--- config.mk ---
export PLATFORM = sky130hd
export DESIGN_NAME = gpi_front
export DESIGN_NICKNAME = d
export VERILOG_FILES = /design/src/rtl/core/gyro_packet_integrator_top_assert.svh /design/src/rtl/core/gpi_pkg.sv /design/src/rtl/core/gpi_front.sv
export SDC_FILE = /design/constraint.sdc
export NUM_CORES = 1
export LEC_CHECK = 0
export BUFFER_PORTS_ARGS = -buffer_cell sky130_fd_sc_hd__buf_2
export CORE_MARGIN = 1.5
export CORE_UTILIZATION = 46
export CTS_CLUSTER_DIAMETER = 80
export DETAILED_ROUTE_END_ITERATION = 12
export MAX_ROUTING_LAYER = met4
export PLACE_DENSITY = 0.74
export SLEW_MARGIN = 20
export SYNTH_ARGS = -nofsm -noshare
export SYNTH_HDL_FRONTEND = slang
export SYNTH_SLANG_ARGS = --single-unit
--- constraint.sdc ---
create_clock -name clock -period 10.8 [get_ports clock]
set_input_delay 2.16 -clock clock [delete_from_list [all_inputs] [get_ports clock]]
set_output_delay 2.16 -clock clock [all_outputs]
set_load 0.01 [all_outputs]
--- src/rtl/core/gyro_packet_integrator_top_assert.svh ---
// assertion macros for the gyro packet integrator
`ifndef GYRO_PACKET_INTEGRATOR_TOP_ASSERT_SVH
`define GYRO_PACKET_INTEGRATOR_TOP_ASSERT_SVH
`ifndef SYNTHESIS
`define GPI_ASSERT_SAME(lbl, clk, rst, ante, cons, msg) \
   lbl: assert property (@(posedge clk) disable iff (rst) (ante) |-> (cons)) else $error(msg);
`define GPI_ASSERT_NEXT(lbl, clk, rst, ante, cons, msg) \
   lbl: assert property (@(posedge clk) disable iff (rst) (ante) |=> (cons)) else $error(msg);
`else
`define GPI_ASSERT_SAME(lbl, clk, rst, ante, cons, msg)
`define GPI_ASSERT_NEXT(lbl, clk, rst, ante, cons, msg)
`endif
`endif

--- src/rtl/core/gpi_pkg.sv ---
// shared constants and types of the gyro packet integrator
package gpi_pkg;
   localparam int SUM_WIDTH    = 64;
   localparam int QUEUE_DEPTH  = 2;
   localparam int SENS_WIDTH   = 10;
   localparam logic [SENS_WIDTH-1:0] SENS_RESET = SENS_WIDTH'(10);
   localparam logic [7:0] KIND_GYRO   = 8'd17;
   localparam logic [7:0] KIND_SENSOR = 8'd4;
   localparam logic [7:0] SENSOR_GYRO = 8'd2;
   localparam logic [5:0] STAMP_BASE_GYRO  = 6'd1;
   localparam logic [5:0] STAMP_BASE_OTHER = 6'd9;
   localparam logic [5:0] RATE_FIRST = 6'd21;
   localparam logic [5:0] RATE_LAST  = 6'd32;
   localparam logic [5:0] POS_MAX    = 6'd63;
   localparam logic [0:0] FUNC_BYTE  = 1'b0;
   localparam logic [0:0] FUNC_READ  = 1'b1;

   typedef struct packed {
      logic             is_read;
      logic [63:0]      stamp;
      logic [2:0][31:0] rate;
   } job_type;
endpackage

--- src/rtl/core/gpi_front.sv ---
// front end: gathers packet bytes and issues packet and read jobs
module gpi_front (
   input  logic             clock,
   input  logic             reset,
   input  logic             in_valid,
   output logic             in_ready,
   input  logic [0:0]       in_func,
   input  logic [7:0]       in_byte,
   input  logic             in_last,
   output logic             push,
   output gpi_pkg::job_type push_job,
   input  logic             queue_full
);
   logic [5:0]       pos_ff, pos_in;
   logic [7:0]       kind_ff, kind_in;
   logic [7:0]       sensor_ff, sensor_in;
   logic [63:0]      stamp_ff, stamp_in;
   logic [2:0][31:0] rate_ff, rate_in;
   logic [5:0]       base;
   logic [5:0]       sdiff;
   logic [3:0]       roff;
   logic             xfer;
   logic             used;

   assign in_ready = !queue_full;
   assign xfer     = in_valid && in_ready;

   // field gathering for the current byte
   always_comb begin
      kind_in   = kind_ff;
      sensor_in = sensor_ff;
      stamp_in  = stamp_ff;
      rate_in   = rate_ff;
      pos_in    = pos_ff;
      if (pos_ff == 6'd0) kind_in = in_byte;
      if (pos_ff == 6'd1) sensor_in = in_byte;
      base  = (kind_in == gpi_pkg::KIND_GYRO) ? gpi_pkg::STAMP_BASE_GYRO
                                              : gpi_pkg::STAMP_BASE_OTHER;
      sdiff = pos_ff - base;
      roff  = 4'(pos_ff - gpi_pkg::RATE_FIRST);
      if (pos_ff >= base && pos_ff < base + 6'd8)
         stamp_in[{sdiff[2:0], 3'b000} +: 8] = in_byte;
      if (pos_ff >= gpi_pkg::RATE_FIRST && pos_ff <= gpi_pkg::RATE_LAST)
         rate_in[roff[3:2]][{roff[1:0], 3'b000} +: 8] = in_byte;
      if (in_last) pos_in = 6'd0;
      else if (pos_ff < gpi_pkg::POS_MAX) pos_in = pos_ff + 6'd1;
   end

   assign used = (kind_in == gpi_pkg::KIND_GYRO) ||
                 (kind_in == gpi_pkg::KIND_SENSOR && sensor_in == gpi_pkg::SENSOR_GYRO);

   // job issue: every read, and each complete used packet
   always_comb begin
      push_job.is_read = (in_func == gpi_pkg::FUNC_READ);
      push_job.stamp   = stamp_in;
      push_job.rate    = rate_in;
      push = xfer && ((in_func == gpi_pkg::FUNC_READ) ||
                      (in_last && pos_ff >= gpi_pkg::RATE_LAST && used));
   end

   // gather state
   always_ff @(posedge clock) begin
      if (reset) begin
         pos_ff    <= 6'd0;
         kind_ff   <= 8'd0;
         sensor_ff <= 8'd0;
      end else if (xfer && in_func == gpi_pkg::FUNC_BYTE) begin
         pos_ff    <= pos_in;
         kind_ff   <= kind_in;
         sensor_ff <= sensor_in;
      end
   end

   // gathered payload
   always_ff @(posedge clock) begin
      if (xfer && in_func == gpi_pkg::FUNC_BYTE) begin
         stamp_ff <= stamp_in;
         rate_ff  <= rate_in;
      end
   end
endmodule

==> impl_metrics.yaml <==
clock_tree:
  cts_tree: "built"
  cts_setup_buffers: 0
  cts.sinks: 182
  root_buffer: "clkbuf_16"
  cts_made_buffers: 17
  ctsResizeCount: 0
  clk_pin_slew_worst_paths_ns: 0.06
  htree_levels: 4
  ctsHoldBuffers: 0
  cts_buffer_depth: 2
  clkLatencyLatePin_ns: 0.43
synthesis:
  synth_top_area_share_pct: 54.8
  synth_xor_area_share_pct: 1.31
  synth_nets: 629
  ys_warn_count: 0
  synth_compound_area_share_pct: 1.56
  muxShareOfSynthArea_pct: 22.5
  synth_top_area_cell: "edfxtp_1"
  synth_enable_flop_cells: 160
  synth.area.top_cells: "edfxtp_1 (55%), mux2_2 (19%), dfxtp_1 (5.0%)"
  synthAdderAreaFrac_pct: 1.86
  syn_avg_cell_area_um2: 14.6
  synth-simple-area-share_pct: 11.4
  synth_seq_cells: 182
  synth_top_family_by_area: "multiplexers"
  synthArstFlopShare_pct: 0
  ys_seq_area_share_pct: 59.8
  synth_ff_type: "edfxtp_1"
  syn-instance-count: 602
  synth_cell_type_count: 53
  syn-cell-area_mm2: 0.00877
floorplan:
  rows: 50
  io_pins: 177
  start_util_pct: 46.9
  die_h_um: 141
  coreArea_mm2: 0.0187
  dieWidth_um: 141
  die-area_mm2: 0.0199
final_layout:
  diodes: 0
  fill_cells: 1553
  regArea_mm2: 0.00525
  drive_gt1_share_pct: 48.5
  num-nets-final: 803
  area_growth_pct: 19.5
  layout_common_cells: "buf_2 (176), edfxtp_1 (160), mux2_2 (146), nor2_1 (62), nand2_1 (26)"
  fin_area_mm2: 0.0105
  layout_commonest_cell: "buf_2"
  multi_input_area_mm2: 0.00340
  final_cells: 1023
detailed_routing:
  wirelength_mm: 20.2
  drtPass1Iterations: 4
  drc: 0
  ant_nets: 0
  vias: 5532
  dr.first_iter.drc_count: 271
  routedWlPerCell_um: 19.8
  via_per_inst: 5.41
place:
  dpl-instance-area_mm2: 0.00986
  gp_congestion: 0.790
  place_inst: 991
  detailed_place_hpwl_mm: 13.9
  portBuffers: 176
job:
  cap_violations: 0
critical_path:
  critPathLaunchType: "flip-flop"
  r2r_setup_slack_ns: 5.52
  critPathKind: "reg -> out"
  crit_path_frequent_cell: "ha_1"
  cpLargestDelayFamily: "simple AND/OR/NAND/NOR gates"
  r2r-start: "pos_ff[0]"
  slowest_delay_ns: 0.79
  cp_slowest_cell: "dfxtp_1"
  arrival_ns: 5.60
  path_cells: "clkinv_1, ha_1, nor3b_2, and2_1, o41ai_1, inv_1, ha_1, a211oi_1, o21ai_2, nor3_1, and3_1, mux2_2, buf_2"
  worstPathRequired_ns: 8.64
  r2r_end: "stamp_ff[58]"
  path_max_fanout: 19
  crit_buf_inv: 3
  rr_worst_depth: 12
  critPathCaptureType: "primary output"
pwr:
  power_leakage_nw: 3.98
  ir_worst_vdd_mv: 0.107
  power.total_mw: 1.52
  cellPowerDensity_mw_per_mm2: 145
timing:
  fin_skew_ns: 0.0121
  rsz0062_at_grt: "false"
  fin_tns_setup_ns: 0
  slew_headroom_pct: 34.1
  hold_viol: 0
  fmax_mhz: 129
  min_period_ns: 7.76
  finalSetupViolations: 0
  worst_pin_slew_ns: 0.989
  slew_viol_final: 0
  timing.final.crit_share_pct: 71.8
min_path:
  holdPathStages: 2
  whs_endpoint: "sensor_ff[7]"
  hold_class: "reg -> reg"
  min_from: "sensor_ff[7]"
global_routing:
  antenna_found_initial: 0
  grt_max_degree: 165
  globalRouteOverflowTotal: 0
  track_usage_pct: 21.7
  grt_pass1_wl_mm: 31.7
  grt_pass1_vias: 5640
outcome:
  status: "complete, no violations"
-- worst max-delay path by stage --
stage | from | end | slack [ns] | depth (start not counted)
after detailed placement | in_byte[6] | push_job[154] | 3.33 | 12
after CTS | pos_ff[0] | push_job[154] | 3.15 | 13
final | pos_ff[0] | push_job[154] | 3.04 | 13
after global routing | pos_ff[0] | push_job[154] | 2.61 | 13
after global placement | in_byte[6] | push_job[154] | 3.45 | 12
after floorplan | in_valid | kind_ff[0] | 2.68 | 4
-- state kept, by name (all words and copies together), names as in the netlist --
register   count
sensor_ff      8
rate_ff       96
stamp_ff      64
pos_ff         6
kind_ff        8
-- area by class of cell --
type | instances | share of cell area, %
Sequential cell | 182 | 50.1
Multi-Input combinational cell | 392 | 32.5
Timing Repair Buffer | 177 | 8.60
Clock buffer | 17 | 4.06
Tap cell | 234 | 2.80
Clock inverter | 15 | 1.78
Inverter | 6 | 0.215
-- power breakdown --
part           switching (mW)  total, mW  leakage [nW]  internal, mW
logic                  0.0615     0.0942          2.04        0.0327
registers             0.00526      0.784          1.65         0.779
clock network           0.289      0.641         0.294         0.352
-- cell usage after synthesis, drive strengths merged (3+ instances only) --
cell	instances
nand2	33
mux2	160
buf	11
clkbuf	11
o21ai	4
and3	12
and2	25
nand3	10
xnor2	6
nor4	3
inv	5
a21oi	4
mux2i	17
nor3b	3
edfxtp	160
nor3	16
ha	13
nor2	62
dfxtp	22
-- per-layer routing --
layer	part of all wire, %	GRT usage [%]	wire length [um]	vias up
met1	45	28.0	9130	2740
met5	0	-	0	-
met4	1.1	5.15	221	0
met2	47	33.8	9510	176
met3	6.8	6.42	1380	17
li1	-	-	-	2599
-- stage by stage --
| stage | worst slack, ns | utilization [%] | hold slack (ns) |
|---|---|---|---|
| floorplan | 2.68 | - | 0.456 |
| global placement | 3.45 | 52.7 | 0.476 |
| detailed placement | 3.33 | 52.7 | 0.489 |
| CTS | 3.15 | 56.0 | 0.506 |
| global route | 2.61 | 56.0 | 0.523 |
| finish | 3.04 | 56.0 | 0.502 |
-- cells by family (layout without fill, tap and decap cells) --
logic type | after synthesis | in the layout
xor+xnor | 8 | 8
flops | 182 | 182
compound gates | 17 | 17
mux | 177 | 177
simple gates | 177 | 177
fa+ha+maj | 13 | 13
buf+inv | 28 | 215
-- tightest hold or removal path, stage by stage (launching register included) --
cell     delay [ns]
dfxtp_1        0.33
mux2i_1        0.07
nor2_1         0.07
Note: power is estimated with default switching activity, not from simulation.
