File: config.mk
export PLATFORM = sky130hd
export DESIGN_NAME = gpi_queue
export DESIGN_NICKNAME = d
export VERILOG_FILES = /design/src/rtl/core/gyro_packet_integrator_top_assert.svh /design/src/rtl/core/gpi_pkg.sv /design/src/rtl/core/gpi_queue.sv
export SDC_FILE = /design/constraint.sdc
export NUM_CORES = 1
export LEC_CHECK = 0
export BUFFER_PORTS_ARGS = -buffer_cell sky130_fd_sc_hd__buf_2
export CAP_MARGIN = 40
export CORE_MARGIN = 4
export CORE_UTILIZATION = 56
export DETAILED_ROUTE_END_ITERATION = 12
export PLACE_DENSITY = 0.89
export SYNTH_ARGS = -nofsm -noshare
export SYNTH_HDL_FRONTEND = slang
export SYNTH_SLANG_ARGS = --single-unit
export TNS_END_PERCENT = 5
File: constraint.sdc
create_clock -name clock -period 16.8 [get_ports clock]
set_clock_uncertainty 0.15 [all_clocks]
set_input_delay 1.68 -clock clock [delete_from_list [all_inputs] [get_ports clock]]
set_output_delay 1.68 -clock clock [all_outputs]
set_load 0.03 [all_outputs]
File: src/rtl/core/gyro_packet_integrator_top_assert.svh
// assertion macros for the gyro packet integrator
`ifndef GYRO_PACKET_INTEGRATOR_TOP_ASSERT_SVH
`define GYRO_PACKET_INTEGRATOR_TOP_ASSERT_SVH
`ifndef SYNTHESIS
`define GPI_ASSERT_SAME(lbl, clk, rst, ante, cons, msg) \
   lbl: assert property (@(posedge clk) disable iff (rst) (ante) |-> (cons)) else $error(msg);
`define GPI_ASSERT_NEXT(lbl, clk, rst, ante, cons, msg) \
   lbl: assert property (@(posedge clk) disable iff (rst) (ante) |=> (cons)) else $error(msg);
`else
`define GPI_ASSERT_SAME(lbl, clk, rst, ante, cons, msg)
`define GPI_ASSERT_NEXT(lbl, clk, rst, ante, cons, msg)
`endif
`endif

File: src/rtl/core/gpi_pkg.sv
// shared constants and types of the gyro packet integrator
package gpi_pkg;
   localparam int SUM_WIDTH    = 64;
   localparam int QUEUE_DEPTH  = 2;
   localparam int SENS_WIDTH   = 10;
   localparam logic [SENS_WIDTH-1:0] SENS_RESET = SENS_WIDTH'(10);
   localparam logic [7:0] KIND_GYRO   = 8'd17;
   localparam logic [7:0] KIND_SENSOR = 8'd4;
   localparam logic [7:0] SENSOR_GYRO = 8'd2;
   localparam logic [5:0] STAMP_BASE_GYRO  = 6'd1;
   localparam logic [5:0] STAMP_BASE_OTHER = 6'd9;
   localparam logic [5:0] RATE_FIRST = 6'd21;
   localparam logic [5:0] RATE_LAST  = 6'd32;
   localparam logic [5:0] POS_MAX    = 6'd63;
   localparam logic [0:0] FUNC_BYTE  = 1'b0;
   localparam logic [0:0] FUNC_READ  = 1'b1;

   typedef struct packed {
      logic             is_read;
      logic [63:0]      stamp;
      logic [2:0][31:0] rate;
   } job_type;
endpackage

File: src/rtl/core/gpi_queue.sv
// short job queue between front and back
module gpi_queue (
   input  logic             clock,
   input  logic             reset,
   input  logic             push,
   input  gpi_pkg::job_type push_job,
   output logic             full,
   input  logic             pop,
   output logic             not_empty,
   output gpi_pkg::job_type head
);
   localparam int PW = $clog2(gpi_pkg::QUEUE_DEPTH);
   localparam int CW = $clog2(gpi_pkg::QUEUE_DEPTH + 1);

   gpi_pkg::job_type        slot_ff [gpi_pkg::QUEUE_DEPTH];
   logic [PW-1:0]           wr_ff, rd_ff;
   logic [CW-1:0]           count_ff;

   assign full      = (count_ff == CW'(gpi_pkg::QUEUE_DEPTH));
   assign not_empty = (count_ff != '0);
   assign head      = slot_ff[rd_ff];

   // pointers and fill count
   always_ff @(posedge clock) begin
      if (reset) begin
         wr_ff    <= '0;
         rd_ff    <= '0;
         count_ff <= '0;
      end else begin
         if (push) wr_ff <= (wr_ff == PW'(gpi_pkg::QUEUE_DEPTH - 1)) ? '0 : wr_ff + 1'b1;
         if (pop)  rd_ff <= (rd_ff == PW'(gpi_pkg::QUEUE_DEPTH - 1)) ? '0 : rd_ff + 1'b1;
         if (push && !pop) count_ff <= count_ff + 1'b1;
         else if (pop && !push) count_ff <= count_ff - 1'b1;
      end
   end

   // job storage
   always_ff @(posedge clock) begin
      if (push) slot_ff[wr_ff] <= push_job;
   end
endmodule

==> results of run 1 <==
==> registers in the layout (all words and copies together), names as in the netlist, named ones only <==
name and flops:
slot_ff 322, count_ff 2, rd_ff 1, wr_ff 1
==> layout by cell type (no fill, tap or decap) <==
| cell | netlist | final |
|---|---|---|
| sky130_fd_sc_hd__diode_2 | 0 | 2 |
| sky130_fd_sc_hd__or3_1 | 1 | 1 |
| sky130_fd_sc_hd__mux2_4 | 90 | 90 |
| sky130_fd_sc_hd__xnor2_1 | 2 | 2 |
| sky130_fd_sc_hd__ha_1 | 1 | 1 |
| sky130_fd_sc_hd__dfxtp_1 | 5 | 4 |
| sky130_fd_sc_hd__or2_2 | 1 | 1 |
| sky130_fd_sc_hd__clkbuf_1 | 0 | 2 |
| sky130_fd_sc_hd__bufinv_16 | 0 | 6 |
| sky130_fd_sc_hd__clkinv_2 | 0 | 8 |
| sky130_fd_sc_hd__nor2_1 | 4 | 4 |
| sky130_fd_sc_hd__buf_4 | 0 | 6 |
| sky130_fd_sc_hd__clkinvlp_4 | 0 | 2 |
| sky130_fd_sc_hd__clkbuf_16 | 0 | 31 |
| sky130_fd_sc_hd__xor2_1 | 2 | 2 |
| sky130_fd_sc_hd__o21ai_0 | 1 | 1 |
| sky130_fd_sc_hd__inv_1 | 1 | 1 |
| sky130_fd_sc_hd__dfxtp_4 | 0 | 1 |
| sky130_fd_sc_hd__and2_4 | 0 | 1 |
| sky130_fd_sc_hd__buf_16 | 0 | 6 |
| sky130_fd_sc_hd__edfxtp_1 | 322 | 322 |
| sky130_fd_sc_hd__inv_6 | 0 | 1 |
| sky130_fd_sc_hd__clkinv_1 | 0 | 4 |
| sky130_fd_sc_hd__nor2b_1 | 2 | 1 |
| sky130_fd_sc_hd__buf_2 | 7 | 327 |
| sky130_fd_sc_hd__clkinv_4 | 0 | 2 |
| sky130_fd_sc_hd__mux2_2 | 71 | 71 |
| sky130_fd_sc_hd__nor2b_4 | 0 | 1 |
| sky130_fd_sc_hd__a21oi_1 | 1 | 1 |
==> final timing paths <==
path | slack (ns) | from | depth (start not counted) | end
worst max-delay path | 12.28 | flop | 4 | head[48]
worst min register to register | 0.37 | count_ff[1] | 2 | count_ff[1]
worst max register to register | 14.84 | wr_ff | 3 | slot_ff[0][130]
worst min-delay path | 0.37 | count_ff[1] | 2 | count_ff[1]
==> metrics by stage <==
stage | cell area (sq um) | hold WS, ns | power [mW]
CTS | 15300 | 0.375 | 1.99
global route | 15300 | 0.418 | 2.04
floorplan | 12200 | 0.306 | 1.19
global placement | 14100 | 0.335 | 1.26
detailed placement | 14200 | 0.355 | 1.27
finish | 15300 | 0.372 | 1.97
==> cells by family (layout without fill, tap and decap cells) <==
kind of cell / after synthesis / count (layout)
flops: 327 / 327
simple gates: 9 / 9
other cells: 0 / 2
xor+xnor: 4 / 4
buf+inv: 19 / 396
fa+ha+maj: 1 / 1
mux: 161 / 161
compound gates: 2 / 2
==> synth_stat cells <==
master and count:
sky130_fd_sc_hd__dfxtp_1 5, sky130_fd_sc_hd__and2_1 1, sky130_fd_sc_hd__mux2_4 90, sky130_fd_sc_hd__a21oi_1 1, sky130_fd_sc_hd__nor2_1 4, sky130_fd_sc_hd__or2_2 1
sky130_fd_sc_hd__inv_1 1, sky130_fd_sc_hd__nor2b_1 2, sky130_fd_sc_hd__xnor2_1 2, sky130_fd_sc_hd__ha_1 1, sky130_fd_sc_hd__or3_1 1, sky130_fd_sc_hd__edfxtp_1 322
sky130_fd_sc_hd__buf_6 11, sky130_fd_sc_hd__buf_2 7, sky130_fd_sc_hd__o21ai_0 1, sky130_fd_sc_hd__xor2_1 2, sky130_fd_sc_hd__mux2_2 71
==> worst reg2reg max path: stages (launching register included) <==
cell                      delay, ns
sky130_fd_sc_hd__dfxtp_1       0.35
sky130_fd_sc_hd__nor2b_4       0.40
sky130_fd_sc_hd__buf_4         0.33
sky130_fd_sc_hd__buf_16        0.34
==> area by class of cell <==
cell class                      count  area (sq um)
Antenna cell                        2          5.00
Clock buffer                       33           783
Clock inverter                     23           277
Fill cell                        1239          5920
Inverter                            1          3.75
Multi-Input combinational cell    177          2260
Sequential cell                   327          9770
Tap cell                          275           344
Timing Repair Buffer              339          1850
==> power groups by stage <==
stage,clock [mW],combinational [mW],sequential [mW]
2_1_floorplan,0,0.200,0.988
3_3_place_gp,0,0.273,0.984
3_5_place_dp,0,0.285,0.987
6_report,0.714,0.284,0.970
4_1_cts,0.730,0.287,0.971
5_1_grt,0.768,0.298,0.974
==> per-layer routing <==
| layer | track usage | vias to the layer above | routed length (microns) |
|---|---|---|---|
| met5 | 0 | - | 42 |
| met4 | 0.0675 | 8 | 740 |
| met3 | 0.0601 | 66 | 2290 |
| met2 | 0.364 | 295 | 13300 |
| met1 | 0.231 | 3057 | 9110 |
| li1 | - | 2802 | - |
==> results.cfg, run 1 <==
[outcome]
outcome = completed

[sta]
finalSetupViolations = 0
final_min_period_over_clock_period = 0.269
finalWorstSetupSlack_ns = 12.28
timing_worst_slew_pin_value_ns = 0.634
slew_headroom = 0.577
hold_viol_final = 0
finalSetupTns_ns = 0
min_period_ns = 4.52
grt_setup_unrepaired = no
report.final.slew_viol_count = 0
fmax_mhz = 221

[pwr]
intPower_mw = 1.49
pwr_density_cell_mw_per_mm2 = 129
swShare = 0.243
clkPwrFrac = 0.363
netSwitchingPower_mw = 0.478
vdd_drop_max_uv = 123
static-leakage-power_nw = 5.97
comb_power_share = 0.144
seq_power_share = 0.493

[global_route]
grt.total_usage = 0.202
grt_start_max_net_pins = 68
first_global_vias = 6655
grt_pass1_wl_mm = 37.5
initial_antenna_violation_count = 6
overflow = 0

[placement]
placement.setup.worst_slack_ns = 12.80
globalplace.congestion = 0.799
post-dp-hpwl_mm = 17.2
dp.cells = 1119
portBuffers = 327

[clock_tree]
clk_transition_reported_paths_ns = 0.06
clock_path_buffers = 3
cts_tree = yes
cts.hold.buffers_added = 0
cts.repair_timing.setup_buffer_count = 0
cts_made_buffers = 31
numClockSinks = 327
clock_tree.root_cell = sky130_fd_sc_hd__clkbuf_16
post_cts.resized_instances = 0
cts-htree-levels = 1
clock_latency_ns = 0.55

[floorplan]
design.core.area_sq_mm = 0.0212
die_area_sq_mm = 0.0242
num_rows = 53
fp.dieW_microns = 156
boundaryPins = 328
start_util = 0.574
die_ht_microns = 156

[synthesis]
netlist.top_cell.by_area = sky130_fd_sc_hd__edfxtp_1
post_synth_num_cell_types = 17
syn_nets = 689
synth_compound_gate_area_share = 0.000821
yosys-top-cells-area = sky130_fd_sc_hd__edfxtp_1 (79%), sky130_fd_sc_hd__mux2_4 (11%), sky130_fd_sc_hd__mux2_2 (6.6%), sky130_fd_sc_hd__buf_6 (1.0%), sky130_fd_sc_hd__dfxtp_1 (0.82%)
mux_share_of_post_synthesis_cell_area = 0.176
yosys.area_share.simple = 0.00380
synth_area_in_xor_xnor = 0.00287
post_synth.cell_area_avg_sq_um = 23.3
synth.cell_area_sq_mm = 0.0122
netlist.area_leader.share = 0.793
synthesis_warnings = 0
main_combinational_cell_family_by_area_after_synthesis = multiplexers
seq_area_frac_synth = 0.802
ys_ff_latch = 327
post_synth_fa_ha_maj_area_fraction = 0.00103
syn_inst_count = 523

[drt]
drt-wirelength-per-cell_microns = 21.7
dr.pass1.iters = 4
wirelength_mm = 25.5
vias = 6228
detail_route.iter0.violations = 384
route.antenna.remaining_nets = 0
detail_route.drc_violations = 0
viasPerCell = 5.29

[finish]
layout.cells.non_filler = 1177
finish.net_count = 1043
layout-drive-gt1-share = 0.616
utilization = 0.721
area.growth.synth_to_final_pct = 25.5

[setup_path]
required_worst_endpoint_ns = 14.97
sum_of_buffers_and_inverters_on_the_critical_path = 3
crit_slowest_cell = sky130_fd_sc_hd__dfxtp_4
setup.worst_path.class = reg2out
critical_path_arrival_ns = 2.69
endpoint_kind = primary output
critPathMaxFanout = 43
cp_cell_sequence = buf_4, buf_16, mux2_2, buf_2
max_stage_delay_ns = 0.76
crit_path_start_kind = flop
cp_top_family = buffers and inverters

[min_path]
worst_hold_path_type = reg2reg

[flow_run]
timing.max_cap.violations = 0
Power figures use the tool's default switching activity.
==> inputs of run 2 (changes only) <==
- ABC_AREA: unset -> 1
- CORE_UTILIZATION: 56 -> 52
- PLACE_DENSITY: 0.89 -> 0.84
- clock period: 16.8 -> 4.5 ns (I/O delays scaled with it)
==> run 2 against run 1 <==
Net effect:
- sequential share of layout area fell by 5.0 points
- highest routed layer is now met4
- area after synthesis rose by 0.15%
- non-clock buffer count rose by 136
- sequential cell count did not move
- register-to-register slack got worse by 13 ns
- routed wire length rose by 7.7%
- synthesized cell count rose by 2.1%
- combinational power rose to 3.8 times the previous value
- sequential power rose to 3.7 times the previous value
- critical path type unchanged
==> results.cfg, run 2 <==
[finish]
utilization = 0.727
sequential_cell_area_sq_mm = 0.00977
layout-drive-gt1-share = 0.508
layout_top_registers = slot_ff (322), count_ff (2)
fillers = 1338
layout.cells.non_filler = 1368
multiInputGateArea_sq_mm = 0.00225
registers.top_by_ff_count = slot_ff
layout_commonest_cell = sky130_fd_sc_hd__buf_2
max_reg_flops = 322
area.growth.synth_to_final_pct = 36.0
final_area_sq_mm = 0.0166
most_used_cells_in_the_layout_excluding_fill_and_tap_cells = sky130_fd_sc_hd__buf_2 (327), sky130_fd_sc_hd__edfxtp_1 (322), sky130_fd_sc_hd__dlygate4sd3_1 (144)
finish.net_count = 1193

[placement]
postPlaceCellArea_sq_mm = 0.0142
dp.cells = 1160
portBuffers = 327
post-dp-hpwl_mm = 15.7
placement.setup.worst_slack_ns = 2.15
globalplace.congestion = 0.738

[global_route]
grt.total_usage = 0.208
initial_antenna_violation_count = 4
grt_start_max_net_pins = 162
grt_pass1_wl_mm = 42.2
first_global_vias = 7608
overflow = 0

[synthesis]
post_synth.cell_area_avg_sq_um = 22.9
syn_nets = 700
synthesis_warnings = 0
seq_area_frac_synth = 0.800
ys_ff_latch = 327
post_synth_num_cell_types = 16
fraction_of_registers_with_async_set_reset = 0
yosys-top-cells-count = sky130_fd_sc_hd__edfxtp_1 (322), sky130_fd_sc_hd__mux2_4 (90), sky130_fd_sc_hd__mux2_2 (71)
synth.cell_area_sq_mm = 0.0122
syn_inst_count = 534
yosys-top-cells-area = sky130_fd_sc_hd__edfxtp_1 (79%), sky130_fd_sc_hd__mux2_4 (11%), sky130_fd_sc_hd__mux2_2 (6.6%), sky130_fd_sc_hd__buf_6 (1.0%), sky130_fd_sc_hd__dfxtp_1 (0.82%)
netlist.area_leader.share = 0.792
synth_enable_flop_cells = 322
synth.most_common_cell = sky130_fd_sc_hd__edfxtp_1
netlist.top_cell.by_area = sky130_fd_sc_hd__edfxtp_1
ys_dominant_reg_cell = sky130_fd_sc_hd__edfxtp_1

[floorplan]
boundaryPins = 328
die_area_sq_mm = 0.0260
start_util = 0.534
design.core.area_sq_mm = 0.0228
die_ht_microns = 161
num_rows = 55
fp.dieW_microns = 161

[setup_path]
endpoint_kind = primary output
critPathMaxFanout = 66
crit_path_start_kind = flop
setup.worst_path.class = reg2out
critical_path_arrival_ns = 2.25
required_worst_endpoint_ns = 3.90

[sta]
report.final.slew_viol_count = 0
timing_worst_slew_pin_value_ns = 0.925
finalWorstSetupSlack_ns = 1.65
slew_headroom = 0.384
finalSetupViolations = 0
grt_setup_unrepaired = no
min_period_ns = 2.85
hold_viol_final = 0
finalSetupTns_ns = 0
final_min_period_over_clock_period = 0.634
fmax_mhz = 351

[clock_tree]
cts.hold.buffers_added = 140
cts_tree = yes
clock_latency_ns = 0.50
cts_made_buffers = 34
post_cts.resized_instances = 0
numClockSinks = 327
clock_path_buffers = 3
cts.repair_timing.setup_buffer_count = 0
cts-htree-levels = 2
clock_tree.root_cell = sky130_fd_sc_hd__clkbuf_16
clk_transition_reported_paths_ns = 0.06

[drt]
route.antenna.remaining_nets = 0
wirelength_mm = 27.5
vias = 6877
drt-wirelength-per-cell_microns = 20.1
viasPerCell = 5.03
detail_route.drc_violations = 0
detail_route.iter0.violations = 386
dr.pass1.iters = 4

[flow_run]
timing.max_cap.violations = 0

[pwr]
static-leakage-power_nw = 6.49
pwr_density_cell_mw_per_mm2 = 431
vdd_drop_max_uv = 376

[min_path]
worst_hold_path_type = in2reg

[outcome]
outcome = completed
==> run 2: cell types whose count changed after synthesis <==
cell / delta
sky130_fd_sc_hd__nor2b_1: -2
sky130_fd_sc_hd__or3_1: -1
sky130_fd_sc_hd__nand4_1: +1
sky130_fd_sc_hd__and2_1: -1
sky130_fd_sc_hd__nand2_1: +6
sky130_fd_sc_hd__xor2_1: -2
sky130_fd_sc_hd__nor3_1: +1
sky130_fd_sc_hd__xnor2_1: -1
sky130_fd_sc_hd__nand3_1: +1
sky130_fd_sc_hd__or2_2: -1
sky130_fd_sc_hd__nor2_1: +2
sky130_fd_sc_hd__inv_1: +8
==> run 2: path summary, 6_finish.rpt <==
path	start	to	slack, ns	depth (start not counted)
max	flop	head[39]	1.65	3
min	push_job[96]	slot_ff[1][96]	0.02	1
max reg2reg	wr_ff	slot_ff[1][56]	2.26	3
min reg2reg	rd_ff	flop	0.38	2
==> run 2: cell type report <==
cell class	count	share of cell area
Sequential cell	327	0.589
Timing Repair Buffer	475	0.190
Multi-Input combinational cell	180	0.136
Clock buffer	38	0.0534
Tap cell	313	0.0236
Clock inverter	22	0.00565
Inverter	9	0.00234
Antenna cell	4	0.000603
==> run 2: where the power goes <==
part	total [mW]	switching, mW	internal, mW
combinational	1.09	0.638	0.449
clock	2.48	1.07	1.41
sequential	3.59	0.0565	3.53
==> run 2: cells by family (layout without fill, tap and decap cells) <==
group,after synthesis,in the layout,share of synthesized area
fa+ha+maj,1,1,0.00102
mux,161,161,0.176
flops,327,327,0.800
simple gates,15,15,0.00502
other cells,0,4,0
compound gates,2,2,0.000819
xor+xnor,1,1,0.000718
buf+inv,27,544,0.0158
==> run 2: stage by stage <==
stage | hold WS (ns) | total power, mW
2_1_floorplan | 0.330 | 4.34
4_1_cts | 0.000207 | 7.18
3_3_place_gp | 0.346 | 4.60
5_1_grt | 0.00161 | 7.43
6_report | 0.0214 | 7.16
3_5_place_dp | 0.355 | 4.62
==> run 2: per-layer routing <==
| layer | GRT usage | part of all wire | vias to the layer above |
|---|---|---|---|
| met2 | 0.381 | 0.53 | 336 |
| met5 | 0 | 0 | - |
| met3 | 0.0559 | 0.073 | 46 |
| li1 | - | - | 3111 |
| met1 | 0.240 | 0.37 | 3384 |
| met4 | 0.0605 | 0.021 | 0 |
==> run 2: worst max-delay path: stages (launching register included) <==
cell and delay (ns):
sky130_fd_sc_hd__dfxtp_4 0.66, sky130_fd_sc_hd__buf_12 0.41, sky130_fd_sc_hd__mux2_2 0.41, sky130_fd_sc_hd__buf_2 0.18
==> inputs of run 3 (changes only) <==
- CORE_UTILIZATION: 52 -> 47
- PLACE_DENSITY: 0.84 -> 0.8
- clock period: 4.5 -> 2.3 ns (I/O delays scaled with it)
==> run 3 against run 2 <==
Net effect:
- final cell count up 4.2%
- via count rose by 3.2%
- die area is 10% higher
- worst setup slack worse by 1.6 ns
- routed wire length rose by 7.9%
- global-route usage shrank 0.82 points
- cell area increased by 3.2%
- count of clock-buffer cells in the layout decreased by 2
- sequential share of layout area down 1.8 points
- combinational power rose by 110%
- critical endpoint is now head[0]
- highest routed layer unchanged
==> results.cfg, run 3 (same netlist as run 2, synthesis figures left out) <==
[outcome]
outcome = completed

[finish]
layout_commonest_cell = sky130_fd_sc_hd__buf_2
finish.net_count = 1236
sequential_cell_area_sq_mm = 0.00977
fillers = 1606
max_reg_flops = 322
layout-drive-gt1-share = 0.517
multiInputGateArea_sq_mm = 0.00225
area.growth.synth_to_final_pct = 40.4
most_used_cells_in_the_layout_excluding_fill_and_tap_cells = sky130_fd_sc_hd__buf_2 (327), sky130_fd_sc_hd__edfxtp_1 (322), sky130_fd_sc_hd__dlygate4sd3_1 (165)
final_area_sq_mm = 0.0171
layout_top_registers = slot_ff (322), count_ff (2)
registers.top_by_ff_count = slot_ff

[placement]
post-dp-hpwl_mm = 17.0
portBuffers = 327
postPlaceCellArea_sq_mm = 0.0144
globalplace.congestion = 0.751

[sta]
fin_worst_hold_slack_ns = 0.257
finalSetupTns_ns = 0
report.final.slew_viol_count = 0
fmax_mhz = 444
finalSetupViolations = 0
final_min_period_over_clock_period = 0.979
slew_headroom = 0.651
grt_setup_unrepaired = yes
min_period_ns = 2.25
hold_viol_final = 0
timing_worst_slew_pin_value_ns = 0.524

[pwr]
seq_power_share = 0.490
swShare = 0.243
intPower_mw = 10.8
total_power_mw = 14.3
netSwitchingPower_mw = 3.47
static-leakage-power_nw = 6.75
clkPwrFrac = 0.348
comb_power_share = 0.161
vdd_drop_max_uv = 727
pwr_density_cell_mw_per_mm2 = 833

[drt]
detail_route.iter0.violations = 595
vias = 7095
detail_route.drc_violations = 0
route.antenna.remaining_nets = 0
dr.pass1.iters = 5
wirelength_mm = 29.6
drt-wirelength-per-cell_microns = 20.8
viasPerCell = 4.98

[setup_path]
critical_register_to_register_path_startpoint = wr_ff
endpoint_kind = primary output
crit_path_start_kind = flop
setup.worst_path.class = reg2out
critPathMaxFanout = 18
critical_path_arrival_ns = 1.87
crit_path_frequent_cell = sky130_fd_sc_hd__buf_12
crit_slowest_cell = sky130_fd_sc_hd__dfxtp_4
cp_cell_sequence = buf_12, buf_12, mux2_2, buf_2
required_worst_endpoint_ns = 1.92
worst-r2r-setup-slack_ns = 0.76
max_stage_delay_ns = 0.40

[clock_tree]
clk_transition_reported_paths_ns = 0.06
clock_path_buffers = 3
clock_tree.root_cell = sky130_fd_sc_hd__clkbuf_16
clock_latency_ns = 0.54
post_cts.resized_instances = 0
cts_made_buffers = 31
cts-htree-levels = 1
numClockSinks = 327
cts_tree = yes

[global_route]
overflow = 0
grt_pass1_wl_mm = 44.5
first_global_vias = 7821
initial_antenna_violation_count = 0
grt_start_max_net_pins = 88
grt.total_usage = 0.199

[floorplan]
start_util = 0.481
boundaryPins = 328
num_rows = 58
fp.dieW_microns = 169
design.core.area_sq_mm = 0.0254
die_area_sq_mm = 0.0286
die_ht_microns = 169

[flow_run]
timing.max_cap.violations = 0

[min_path]
worst_hold_startpoint = push_job[16]
worst_hold_path_type = in2reg
-- run 3: cell count changes in the layout (fill, tap and decap cells not counted), moves of 2 or more --
cell,delta
sky130_fd_sc_hd__dlygate4sd3_1,+21
sky130_fd_sc_hd__diode_2,-3
sky130_fd_sc_hd__buf_12,+8
sky130_fd_sc_hd__clkbuf_16,-4
sky130_fd_sc_hd__clkbuf_1,+2
sky130_fd_sc_hd__clkinv_2,+6
sky130_fd_sc_hd__buf_4,+17
sky130_fd_sc_hd__bufinv_16,+4
sky130_fd_sc_hd__clkinv_1,-9
-- run 3: critical path: cells and delay by family, from the launching register on --
| family | cells | cell delay, ns |
|---|---|---|
| buf+inv | 3 | 0.56 |
| flops | 1 | 0.40 |
| mux | 1 | 0.35 |
-- run 3: power groups by stage --
stage	logic [mW]	registers (mW)	clock network (mW)
after floorplan	1.37	7.10	0
after global placement	1.98	7.10	0
after detailed placement	2.01	7.12	0
after CTS	2.26	6.99	5.05
after global routing	2.42	7.02	5.40
final	2.31	7.00	4.97
-- run 3: layout make-up --
cell class,instances,share of cell area
antenna,1,0.000146
timing repair buffer,521,0.213
sequential,327,0.570
clock buffer,36,0.0464
clock inverter,22,0.0118
tap,330,0.0241
inverter,9,0.00219
multi-input combinational,180,0.132
-- run 3: worst paths after layout --
| kind | endpoint | depth (start not counted) |
|---|---|---|
| worst max register to register | slot_ff[1][69] | 3 |
| worst max-delay path | head[0] | 4 |
| worst min register to register | wr_ff | 2 |
| worst min-delay path | slot_ff[0][16] | 2 |
-- run 3: per-layer routing --
metal | share of wire | wire (microns) | GRT usage | vias up
met1 | 0.36 | 10600 | 0.226 | 3524
met5 | 0 | 0 | 0 | -
met2 | 0.53 | 15800 | 0.368 | 330
met4 | 0.029 | 855 | 0.0648 | 0
li1 | - | - | - | 3191
met3 | 0.078 | 2310 | 0.0517 | 50
-- run 3: timing repair --
| item | 4_1_cts | 5_1_grt |
|---|---|---|
| setup buffers | 1 | 8 |
| setup endpoints to repair | 128 | 13 |
| hold endpoints to repair | 327 | 0 |
| hold buffers | 165 | 0 |
-- run 3: stage by stage --
step | util | std cells | setup slack [ns]
2_1_floorplan | - | 534 | -1.04
3_3_place_gp | 0.568 | 1193 | 0.453
3_5_place_dp | 0.568 | 1193 | 0.445
4_1_cts | 0.672 | 1417 | 0.00324
5_1_grt | 0.674 | 1425 | -0.0278
6_report | 0.675 | 1426 | 0.0491
